**src/hdl/dpds_pkg.sv**
```systemverilog
// ----------------------------------------------------------------------------
// dpds_pkg
// Shared widths, reset values, register indexes and control types for the
// dual-side proportional drive with slew limit and settle detection.
// ----------------------------------------------------------------------------
package dpds_pkg;

    localparam int POS_WIDTH  = 24;
    localparam int FRAC_BITS  = 8;

    localparam int GAIN_W     = 16;
    localparam int LIM_W      = 15;
    localparam int SPEED_W    = 16;
    localparam int BAND_W     = 16;
    localparam int COUNT_W    = 17;
    localparam int CFG_IDX_W  = 3;
    localparam int CFG_DATA_W = POS_WIDTH;

    localparam int ERR_W      = POS_WIDTH + 1;
    localparam int CMD_W      = ERR_W + GAIN_W + 1;
    localparam int SUM_W      = SPEED_W + 2;

    localparam logic [GAIN_W-1:0]  GAIN_RST  = GAIN_W'(1 << FRAC_BITS);
    localparam logic [LIM_W-1:0]   MAX_RST   = LIM_W'(100 << FRAC_BITS);
    localparam logic [LIM_W-1:0]   STEP_RST  = LIM_W'(((4 << FRAC_BITS) + 2) / 5);
    localparam logic [BAND_W-1:0]  BAND_RST  = BAND_W'(10);
    localparam logic [BAND_W-1:0]  LIMIT_RST = BAND_W'(100);
    localparam logic [COUNT_W-1:0] COUNT_MAX = {COUNT_W{1'b1}};

    typedef enum logic [CFG_IDX_W-1:0] {
        REG_TARGET = 3'd0,
        REG_GAIN   = 3'd1,
        REG_MAX    = 3'd2,
        REG_STEP   = 3'd3,
        REG_BAND   = 3'd4,
        REG_LIMIT  = 3'd5,
        REG_TURN   = 3'd6
    } dpds_reg_t;

    // per-word control from the settle unit to both lanes
    typedef struct packed {
        logic restart;  // word carries restart: start from zero velocity
        logic load;     // word updates the lane state
        logic clear;    // word completes the move: velocity goes to zero
    } dpds_lane_ctrl_t;

endpackage

```
**src/hdl/dual_p_drive_slew_settle.sv**
```systemverilog
// ----------------------------------------------------------------------------
// dual_p_drive_slew_settle
// Two-sided proportional position drive with slew limit and settle detect.
// ----------------------------------------------------------------------------
// Usage:
//   s_ channel: one word per control tick with both encoder positions and a
//   restart flag. m_ channel: one word per input word with both drive
//   velocities and the finished flag.
//   cfg channel: register writes (index, data); always ready. The user is to
//   write only while the block is idle; the block itself does not enforce
//   this. Indexes beyond the register list are dropped. An accepted word's
//   velocities are registered and shown on m_ in the next cycle. Throughput:
//   one word per cycle while m_ takes each result; lanes and settle merge
//   are combinational; the velocity registers are the output register.
//   Stall: s_ready stays high while the output is empty or being taken, so
//   a new word enters in the same cycle the previous result leaves. When m_
//   stalls, the result holds and s_ready drops.
//   Reset: velocities, settle count, done and the output valid clear;
//   registers return to their defaults (gain 1.0, limit 100%, step 0.8%,
//   band 10, settle limit 100, forward mode).
// ----------------------------------------------------------------------------
module dual_p_drive_slew_settle
    import dpds_pkg::*;
(
    input  logic                         aclk,
    input  logic                         aresetn,

    input  logic                         cfg_valid,
    output logic                         cfg_ready,
    input  logic [CFG_IDX_W-1:0]         cfg_index,
    input  logic [CFG_DATA_W-1:0]        cfg_data,

    input  logic                         s_valid,
    output logic                         s_ready,
    input  logic signed [POS_WIDTH-1:0]  s_left_position,
    input  logic signed [POS_WIDTH-1:0]  s_right_position,
    input  logic                         s_restart,

    output logic                         m_valid,
    input  logic                         m_ready,
    output logic signed [SPEED_W-1:0]    m_left_drive,
    output logic signed [SPEED_W-1:0]    m_right_drive,
    output logic                         m_finished
);

    logic signed [POS_WIDTH-1:0] target_reg;
    logic [GAIN_W-1:0]           gain_reg;
    logic [LIM_W-1:0]            max_reg;
    logic [LIM_W-1:0]            step_reg;
    logic [BAND_W-1:0]           band_reg;
    logic [BAND_W-1:0]           limit_reg;
    logic                        turn_reg;

    logic                        m_valid_reg, m_valid_next;
    logic                        accept;
    logic                        left_in_band, right_in_band;
    dpds_lane_ctrl_t             ctrl;

    assign cfg_ready = 1'b1;

    always_ff @(posedge aclk) begin
        if (!aresetn) begin
            target_reg <= '0;
            gain_reg   <= GAIN_RST;
            max_reg    <= MAX_RST;
            step_reg   <= STEP_RST;
            band_reg   <= BAND_RST;
            limit_reg  <= LIMIT_RST;
            turn_reg   <= 1'b0;
        end else if (cfg_valid && cfg_ready) begin
            unique case (dpds_reg_t'(cfg_index))
                REG_TARGET: target_reg <= cfg_data;
                REG_GAIN:   gain_reg   <= cfg_data[GAIN_W-1:0];
                REG_MAX:    max_reg    <= cfg_data[LIM_W-1:0];
                REG_STEP:   step_reg   <= cfg_data[LIM_W-1:0];
                REG_BAND:   band_reg   <= cfg_data[BAND_W-1:0];
                REG_LIMIT:  limit_reg  <= cfg_data[BAND_W-1:0];
                REG_TURN:   turn_reg   <= cfg_data[0];
                default: ;
            endcase
        end
    end

    assign s_ready = !m_valid_reg || m_ready;
    assign accept  = s_valid && s_ready;

    always_comb begin
        m_valid_next = m_valid_reg;
        if (accept) begin
            m_valid_next = 1'b1;
        end else if (m_ready) begin
            m_valid_next = 1'b0;
        end
    end

    always_ff @(posedge aclk) begin
        if (!aresetn) begin
            m_valid_reg <= 1'b0;
        end else begin
            m_valid_reg <= m_valid_next;
        end
    end

    dpds_lane u_left (
        .aclk        (aclk),
        .aresetn     (aresetn),
        .target      (target_reg),
        .position    (s_left_position),
        .negate      (1'b0),
        .gain        (gain_reg),
        .max_cmd     (max_reg),
        .slew_step   (step_reg),
        .settle_band (band_reg),
        .ctrl        (ctrl),
        .in_band     (left_in_band),
        .speed       (m_left_drive)
    );

    dpds_lane u_right (
        .aclk        (aclk),
        .aresetn     (aresetn),
        .target      (target_reg),
        .position    (s_right_position),
        .negate      (turn_reg),
        .gain        (gain_reg),
        .max_cmd     (max_reg),
        .slew_step   (step_reg),
        .settle_band (band_reg),
        .ctrl        (ctrl),
        .in_band     (right_in_band),
        .speed       (m_right_drive)
    );

    dpds_settle u_settle (
        .aclk          (aclk),
        .aresetn       (aresetn),
        .accept        (accept),
        .restart       (s_restart),
        .left_in_band  (left_in_band),
        .right_in_band (right_in_band),
        .settle_limit  (limit_reg),
        .ctrl          (ctrl),
        .done          (m_finished)
    );

    assign m_valid = m_valid_reg;

    // a finished move always drives both sides at zero
    assert property (@(posedge aclk) disable iff (!aresetn)
        m_finished |-> (m_left_drive == '0) && (m_right_drive == '0))
        else $error("finished with nonzero drive");

    // an accepted word always produces a result in the next cycle
    assert property (@(posedge aclk) disable iff (!aresetn)
        accept |=> m_valid)
        else $error("accepted word produced no result");

    // an empty output never blocks the input
    assert property (@(posedge aclk) disable iff (!aresetn)
        !m_valid |-> s_ready)
        else $error("input stalled with empty output");

    // the drive state only moves when a word is taken
    assert property (@(posedge aclk) disable iff (!aresetn)
        !$past(accept) && $past(aresetn) |-> $stable(m_left_drive) && $stable(m_finished))
        else $error("state changed without an accepted word");

endmodule

```
**src/hdl/dpds_lane.sv**
```systemverilog
// ----------------------------------------------------------------------------
// dpds_lane
// One drive side: error, proportional command, clamp or slew, velocity
// register, and the in-band flag for the settle unit.
// ----------------------------------------------------------------------------
module dpds_lane
    import dpds_pkg::*;
(
    input  logic                        aclk,
    input  logic                        aresetn,
    input  logic signed [POS_WIDTH-1:0] target,
    input  logic signed [POS_WIDTH-1:0] position,
    input  logic                        negate,
    input  logic        [GAIN_W-1:0]    gain,
    input  logic        [LIM_W-1:0]     max_cmd,
    input  logic        [LIM_W-1:0]     slew_step,
    input  logic        [BAND_W-1:0]    settle_band,
    input  dpds_lane_ctrl_t             ctrl,
    output logic                        in_band,
    output logic signed [SPEED_W-1:0]   speed
);

    localparam logic signed [SUM_W-1:0] SAT_HI = SUM_W'((1 << (SPEED_W - 1)) - 1);
    localparam logic signed [SUM_W-1:0] SAT_LO = -SAT_HI - SUM_W'(1);

    logic signed [SPEED_W-1:0] speed_reg, speed_next;
    logic signed [ERR_W-1:0]   err_raw, err;
    logic        [ERR_W-1:0]   err_abs;
    logic signed [GAIN_W:0]    gain_s;
    logic signed [CMD_W-1:0]   cmd, lim_c, vel_c;
    logic signed [SPEED_W-1:0] vel_start;
    logic signed [SUM_W-1:0]   lim_s, step_s, vel_s, vel_sum;
    logic signed [SPEED_W-1:0] vel_sat;

    always_comb begin
        err_raw = ERR_W'(target) - ERR_W'(position);
        err     = negate ? -err_raw : err_raw;
        err_abs = err[ERR_W-1] ? ERR_W'(-err) : ERR_W'(err);
        in_band = (err_abs <= ERR_W'(settle_band));

        gain_s  = $signed({1'b0, gain});
        cmd     = CMD_W'(err) * CMD_W'(gain_s);

        vel_start = ctrl.restart ? '0 : speed_reg;
        lim_c     = CMD_W'($signed({1'b0, max_cmd}));
        vel_c     = CMD_W'(vel_start);
        lim_s     = SUM_W'($signed({1'b0, max_cmd}));
        step_s    = SUM_W'($signed({1'b0, slew_step}));
        vel_s     = SUM_W'(vel_start);

        // snap to the limit when the command exceeds it, else step toward the command
        if (cmd > lim_c) begin
            vel_sum = lim_s;
        end else if (cmd < -lim_c) begin
            vel_sum = -lim_s;
        end else if (cmd > vel_c) begin
            vel_sum = vel_s + step_s;
        end else if (cmd < vel_c) begin
            vel_sum = vel_s - step_s;
        end else begin
            vel_sum = vel_s;
        end

        if (vel_sum > SAT_HI) begin
            vel_sat = SPEED_W'(SAT_HI);
        end else if (vel_sum < SAT_LO) begin
            vel_sat = SPEED_W'(SAT_LO);
        end else begin
            vel_sat = SPEED_W'(vel_sum);
        end

        speed_next = speed_reg;
        if (ctrl.load) begin
            speed_next = ctrl.clear ? '0 : vel_sat;
        end
    end

    always_ff @(posedge aclk) begin
        if (!aresetn) begin
            speed_reg <= '0;
        end else begin
            speed_reg <= speed_next;
        end
    end

    assign speed = speed_reg;

endmodule

```
**src/hdl/dpds_settle.sv**
```systemverilog
// ----------------------------------------------------------------------------
// dpds_settle
// Merges the two lanes' in-band flags: settle counter, done latch, and the
// per-word control that tells the lanes whether to update or clear.
// ----------------------------------------------------------------------------
module dpds_settle
    import dpds_pkg::*;
(
    input  logic                aclk,
    input  logic                aresetn,
    input  logic                accept,
    input  logic                restart,
    input  logic                left_in_band,
    input  logic                right_in_band,
    input  logic [BAND_W-1:0]   settle_limit,
    output dpds_lane_ctrl_t     ctrl,
    output logic                done
);

    logic [COUNT_W-1:0] count_reg, count_next, count_start, count_calc;
    logic               done_reg, done_next, done_start, done_calc;
    logic               active;

    always_comb begin
        count_start = restart ? '0 : count_reg;
        done_start  = restart ? 1'b0 : done_reg;
        active      = accept && !done_start;

        if (!(left_in_band && right_in_band)) begin
            count_calc = '0;
        end else if (count_start == COUNT_MAX) begin
            count_calc = count_start;
        end else begin
            count_calc = count_start + COUNT_W'(1);
        end
        done_calc = (count_calc > COUNT_W'(settle_limit));

        // hold everything once done, until a restart word arrives
        count_next = count_reg;
        done_next  = done_reg;
        if (active) begin
            count_next = count_calc;
            done_next  = done_calc;
        end

        ctrl.restart = restart;
        ctrl.load    = active;
        ctrl.clear   = done_calc;
    end

    always_ff @(posedge aclk) begin
        if (!aresetn) begin
            count_reg <= '0;
            done_reg  <= 1'b0;
        end else begin
            count_reg <= count_next;
            done_reg  <= done_next;
        end
    end

    assign done = done_reg;

endmodule
```
**config.mk**
```make
export PLATFORM = sky130hd
export DESIGN_NAME = dual_p_drive_slew_settle
export DESIGN_NICKNAME = d
export VERILOG_FILES = /design/src/hdl/dpds_pkg.sv /design/src/hdl/dual_p_drive_slew_settle.sv /design/src/hdl/dpds_lane.sv /design/src/hdl/dpds_settle.sv
export SDC_FILE = /design/constraint.sdc
export NUM_CORES = 2
export LEC_CHECK = 0
export BUFFER_PORTS_ARGS = -buffer_cell sky130_fd_sc_hd__buf_2
export CORE_MARGIN = 8
export CORE_UTILIZATION = 62
export CTS_CLUSTER_SIZE = 24
export DETAILED_ROUTE_END_ITERATION = 12
export PLACE_DENSITY = 0.86
export SLEW_MARGIN = 15
export SYNTH_ARGS = -nofsm -noshare
export SYNTH_HDL_FRONTEND = slang
export SYNTH_HIERARCHICAL = 1
export SYNTH_SLANG_ARGS = --single-unit
```
**constraint.sdc**
```tcl
create_clock -name aclk -period 15.2 [get_ports aclk]
set_input_delay 0 -clock aclk [delete_from_list [all_inputs] [get_ports aclk]]
set_output_delay 0 -clock aclk [all_outputs]
set_load 0.005 [all_outputs]
```
[Yosys cells after proc, flatten, opt, wreduce, memory -nomap -nowiden]
Index checks and enable logic that the tools add are counted.
Storage, ports and cells
  register bits after elaboration: 154
  input bits: 81
  output and inout port bits: 36
  logic and storage cells: 88
Cells by class
  add/sub/neg operators: 12
  multiply operators: 2
  magnitude comparators: 15
  equality and inequality tests: 7
  muxes and demuxes: 25
  reduce and logical (&&, ||, !) cells: 15
Operator list (number)
  $gt 42x16->1: 4
  $mux 18: 8
  $mux 16: 8
  $lt 42x16->1: 2
  $lt 42x42->1: 2
  $mul 25x17->42: 2
  $mux 25: 3
  $neg 25->25: 3
  $mux 17: 3
  $le 25x16->1: 2
  $sub 24x24->25: 2
  $neg 15->42: 1
  $gt 18x16->1 const B: 2
  $lt 18x16->1 const B: 2
  $add 16x16->17: 2
  $sub 16x16->17: 2
  $neg 15->18: 1
  $add 17x1->17 const B: 1
  $eq 17x17->1 const B: 1
  $gt 17x16->1: 1
  $reduce_and 2->1: 7
  $eq 3x3->1 const B: 3
  $eq 3x2->1 const B: 2
  $eq 3x1->1 const B: 1
  other kinds (6): 11

[Depth between registers and ports, before layout]
  depth in word-level cells: 13
  depth in mapped cells: 53
  gate-level depth less buffers: 48

[Cells and area by module]
The synthesis kept the hierarchy.
Modules (own cells, without submodules)
  dpds_lane at u_left: times used 1, cells an instance 3045, area each 24004.3 um^2, sequential area each 320.3 um^2
  dpds_lane at u_right: times used 1, cells an instance 2931, area each 23411.2 um^2, sequential area each 320.3 um^2
  dual_p_drive_slew_settle: times used 1, cells an instance 389, area each 3993.8 um^2, sequential area each 2082.0 um^2
  dpds_settle: times used 1, cells an instance 245, area each 1831.8 um^2, sequential area each 360.3 um^2

[Worst setup path before layout]
Ideal clock, no wire load.
  path kind: reg2reg
  start: reg target_reg[11]
  end: reg u_right.speed_reg[10] (netlist: u_right/speed[10])
  library setup time: 128 ps
  data arrival time: 11799 ps
  data required time: 15073 ps
  path slack: 3274 ps
  stages on the path, launching flop included: 48
  buffers on the path: 7
  cell sequence: dfxtp_1 -> ha_1 -> clkbuf_1 -> a2111oi_0 -> nand2_1 -> o21ai_1 -> xor2_1 -> nand4_1 -> or4b_1 -> o41ai_1 -> xnor2_1 -> clkbuf_1 -> nand2_1 -> inv_1 -> fa_1 -> fa_1 -> buf_1 -> xnor2_1 -> [... 12 more ...] -> nor2_1 -> xor2_1 -> ha_1 -> a21oi_1 -> nor2b_1 -> o21ai_0 -> nand2b_1 -> a21oi_1 -> o211ai_1 -> a211o_1 -> and2_1 -> clkbuf_1 -> or2_2 -> clkbuf_1 -> o31a_1 -> o41ai_4 -> buf_6 -> o211ai_1
Between the ends
  word-level cells in the longest chain between the ends: 13
  elaborated cells on any way between the ends: 27
  those cells by class: 5 x add/sub; 1 x mul; 9 x order compare; 11 x mux; 1 x reduce/logical
RTL lines
  start, declared: line dual_p_drive_slew_settle.sv:46  | logic signed [POS_WIDTH-1:0] target_reg;
  start signal, assigned: line dual_p_drive_slew_settle.sv:72  | REG_TARGET: target_reg <= cfg_data;
  $sub 24x24->25: line dpds_lane.sv:36  | err_raw = ERR_W'(target) - ERR_W'(position);
  $neg 25->25: line dpds_lane.sv:37  | err = negate ? -err_raw : err_raw;
  $mux 25: line dpds_lane.sv:37
  $mul 25x17->42: line dpds_lane.sv:42  | cmd = CMD_W'(err) * CMD_W'(gain_s);
  $lt 42x16->1: line dpds_lane.sv:58  | end else if (cmd < vel_c) begin
  $mux 18: line dpds_lane.sv:58
  $mux 18: line dpds_lane.sv:56  | end else if (cmd > vel_c) begin
  $mux 18: line dpds_lane.sv:54  | end else if (cmd < -lim_c) begin
  $mux 18: line dpds_lane.sv:52  | if (cmd > lim_c) begin
  $lt 18x16->1: line dpds_lane.sv:66  | end else if (vel_sum < SAT_LO) begin
  $mux 16: line dpds_lane.sv:66
  $mux 16: line dpds_lane.sv:64  | if (vel_sum > SAT_HI) begin
  $mux 16 (*): line dpds_lane.sv:74  | speed_next = ctrl.clear ? '0 : vel_sat;
  end signal, assigned: line dpds_lane.sv:82  | speed_reg <= speed_next;
  end, declared: line dpds_lane.sv:26  | logic signed [SPEED_W-1:0] speed_reg, speed_next;
Mark *: on every way between the ends. The rest lies on a longest branch, timed or not.
A chain may end at the register's enable or synchronous reset.

[Final worst setup path]
  start: reg target_reg[11]
  end: reg u_right.speed_reg[5] (netlist: u_right/speed[5])
The elaborated chain is that of the path after synthesis.

==> flow_metrics.py <==
metrics = {
    "sta": {
        "setup_viol": 0,
        "post-route-worst-setup-slack_ns": 1.60,
        "fmax_mhz": 73.5,
        "fin_crit_sh_pct": 89.5,
        "post-route-min-period_ns": 13.60,
        "max-slew-margin-rel_pct": 15.8,
        "tightest_slew_ns": 1.26,
        "finalClockSkew_ns": 0.0247,
        "fin_setup_tns_ns": 0,
        "hold_viol_final": 0,
        "finalMaxSlewViolations": 0,
        "rsz0062_at_grt": "false",
    },
    "clock_network": {
        "insertion_delay_ns": 0.50,
        "cts_tree": "built",
        "root_buffer": "clkbuf_16",
        "clk_pin_slew_ns": 0.07,
        "cts_setup_buffers": 0,
        "cts_num_sinks": 154,
        "numCtsBuffers": 17,
        "clock_path_buffers": 2,
        "cts_htree_levels": 4,
    },
    "grt": {
        "grt_use_total_pct": 33.5,
        "grt_max_degree": 67,
        "grt_first_pass_wirelength_um": 258000,
        "grt_pass1_vias": 49700,
        "gr-total-overflow": 0,
        "antenna_found_initial": 2,
    },
    "power_and_ir_drop": {
        "ir_drop_v": 0.0000947,
        "cellLeakagePower_uw": 0.0274,
        "power_density_mw_per_mm2": 82.3,
        "finalPower_uw": 4570,
    },
    "routing": {
        "drt_wl_total_um": 160000,
        "drt-pass1-iter-count": 7,
        "vias": 47900,
        "drt-initial-drc-count": 4512,
        "viasPerCell": 6.21,
        "drc": 0,
        "antenna_left": 0,
        "routedWlPerCell_um": 20.8,
    },
    "floorplanning": {
        "die_area_mm2": 0.0955,
        "ioPinCount": 117,
        "coreArea_mm2": 0.0851,
        "die_w_um": 309,
        "fp-row-count": 107,
        "die-height_um": 309,
        "initial_core_util_pct": 62.5,
    },
    "placement": {
        "dp_hpwl_um": 128000,
        "dp_cells": 7651,
        "place_congestion": 0.976,
        "post-place-ws_ns": 1.68,
        "numPortBuffers": 115,
    },
    "worst_setup_path": {
        "cp-start-kind": "flop",
        "worstReg2RegStart": "target_reg[11]$_SDFFE_PN0P_",
        "ff2ff_path_depth": 38,
        "ff2ff_setup_slack_ns": 1.60,
        "worst-path-max-fanout": 16,
        "path_class": "flop to flop",
        "critical_path_required_ns": 15.53,
        "cp_slowest_cell": "o41ai_4",
        "cp_slowest_stage_delay_ns": 0.88,
        "cp-end-kind": "flop",
        "path_common_cell": "fa_1",
        "worstPathArrival_ns": 13.93,
        "r2r_end": "u_right/speed[5]$_SDFFE_PN0P_",
    },
    "synthesis": {
        "synth_area_mm2": 0.0532,
        "ys_seq_area_share_pct": 5.79,
        "yosys_warnings": 6,
        "yosysUniqueCellTypes": 119,
        "synth_ff_type": "dfxtp_1",
        "ys_ff_latch": 154,
        "synthArstFlopShare_pct": 0,
        "synthCells": 6610,
        "avgSynthCellArea_um2": 8.05,
        "synth-edff-count": 0,
    },
    "min_path": {
        "hp-start": "cfg_index[0]",
        "min_to": "turn_reg$_SDFFE_PN0P_",
        "hold_path_depth": 3,
        "hp-class": "primary input to flop",
    },
    "layout": {
        "drive_gt1_share_pct": 5.00,
        "fin_nets": 7959,
        "register_area_mm2": 0.00309,
        "num-fill-cells": 6904,
        "stdcell_count": 7712,
        "area_delta_synth_final_pct": 4.27,
        "multiInputGateArea_mm2": 0.0443,
        "largest_register_ffs": 24,
    },
    "status": {
        "status": "completed",
    },
    "run": {
        "cap_viol_max_count": 0,
    },
}
[critical path: cells and delay by family (launching register included)]
kind / cells / cell delay, ns
adders and majority gates: 8 / 4.03
AOI/OAI and AO/OA: 10 / 4.15
muxes: 2 / 0.24
and+or+nand+nor: 10 / 2.42
xor gates and xnor gates: 5 / 1.99
DFF: 1 / 0.33
buffers and inverters: 3 / 0.20
[area by class of cell]
cell class,instances,share of cell area (%)
antenna,4,0.0180
sequential,154,5.56
timing repair buffer,223,2.62
clock inverter,11,0.243
multi-input combinational,4927,79.9
clock buffer,21,0.811
tap,1144,2.58
inverter,1228,8.30
[logic make-up after synthesis]
logic type	count (synthesis)	share of synthesized area [%]
multiplexers	149	2.82
buffers and inverters	1532	11.1
other	2	0.0141
flip-flops	154	5.79
XOR/XNOR	260	4.29
AO/OA/AOI/OAI	1040	13.3
adder cells (fa/ha/maj)	1341	42.4
AND/OR/NAND/NOR	2132	20.3
[cell usage in the layout, fill, tap and decap left out, drive strengths merged, types with 21 or more instances in the layout]
cell	n
a31oi	47
nor2	238
and3	44
and2	357
dlygate4sd3	25
a211oi	34
fa	774
dfxtp	154
o21ai	189
nor3	126
inv	1228
a21oi	263
nand3	96
buf	198
xnor2	184
nand2	782
xor2	76
nand4	96
a21o	81
o211ai	72
nor4	40
o21a	49
ha	553
or3	46
o21bai	32
or2	24
o31ai	32
or4	27
mux2i	142
nand2b	84
nor2b	96
clkbuf	21
[power breakdown]
part / internal, uW / switching (uW) / total, uW
clock: 248 / 210 / 458
sequential: 441 / 40.1 / 481
combinational: 1330 / 2300 / 3630
total: 2020 / 2550 / 4570
[cells in the mapped netlist (all sizes together), types with 18 or more instances]
cell,instances,share of area (%)
inv,1224,8.6
nand2,782,5.5
fa,774,29
ha,553,13
and2,357,4.2
a21oi,263,2.5
clkbuf,242,1.7
nor2,238,1.7
o21ai,189,1.8
xnor2,184,3.0
dfxtp,154,5.8
mux2i,142,2.7
nor3,126,1.2
nand3,96,0.93
nand4,96,1.2
nor2b,96,1.1
nand2b,84,0.99
a21o,81,1.1
xor2,76,1.3
o211ai,72,1.1
buf,62,0.71
o21a,49,0.69
a31oi,47,0.55
or3,46,0.55
and3,44,0.52
nor4,40,0.51
a211oi,34,0.49
o21bai,32,0.45
o31ai,32,0.45
or4,27,0.42
or2,24,0.28
and4,18,0.30
[through the flow]
stage | util [%] | hold WS (ns) | area [um^2]
after floorplan | - | 0.119 | 53300
after global placement | 64.2 | 0.242 | 54700
after detailed placement | 64.2 | 0.248 | 54700
after CTS | 65.2 | 0.0688 | 55500
after global routing | 65.2 | 0.101 | 55500
final | 65.2 | 0.110 | 55500
[how the worst max path moves through the flow]
stage | start | endpoint | slack (ns)
final | target_reg[11]$_SDFFE_PN0P_ | u_right/speed[5]$_SDFFE_PN0P_ | 1.60
after global routing | target_reg[11]$_SDFFE_PN0P_ | u_right/speed[6]$_SDFFE_PN0P_ | 0.74
after CTS | target_reg[11]$_SDFFE_PN0P_ | u_right/speed[1]$_SDFFE_PN0P_ | 1.66
after detailed placement | target_reg[11]$_SDFFE_PN0P_ | u_right/speed[1]$_SDFFE_PN0P_ | 1.68
after global placement | target_reg[11]$_SDFFE_PN0P_ | u_right/speed[7]$_SDFFE_PN0P_ | 1.93
after floorplan | target_reg[11]$_SDFFE_PN0P_ | u_right/speed[10]$_SDFFE_PN0P_ | 3.27
[per-layer routing]
metal  vias up  GRT usage [%]  wire length [um]
li1      21400              -                 -
met1     23100           41.2             61700
met2      2721           54.0             72200
met3       657           9.20             17300
met4         8           16.6              8930
met5         -              0                51
[what timing repair did]
item / CTS / global route
resized for setup: 0 / 0
hold buffers: 25 / 0
endpoints found under the setup margin: 0 / 0
hold endpoints to repair: 50 / 0
No activity file was read; power rests on OpenSTA's default activity.
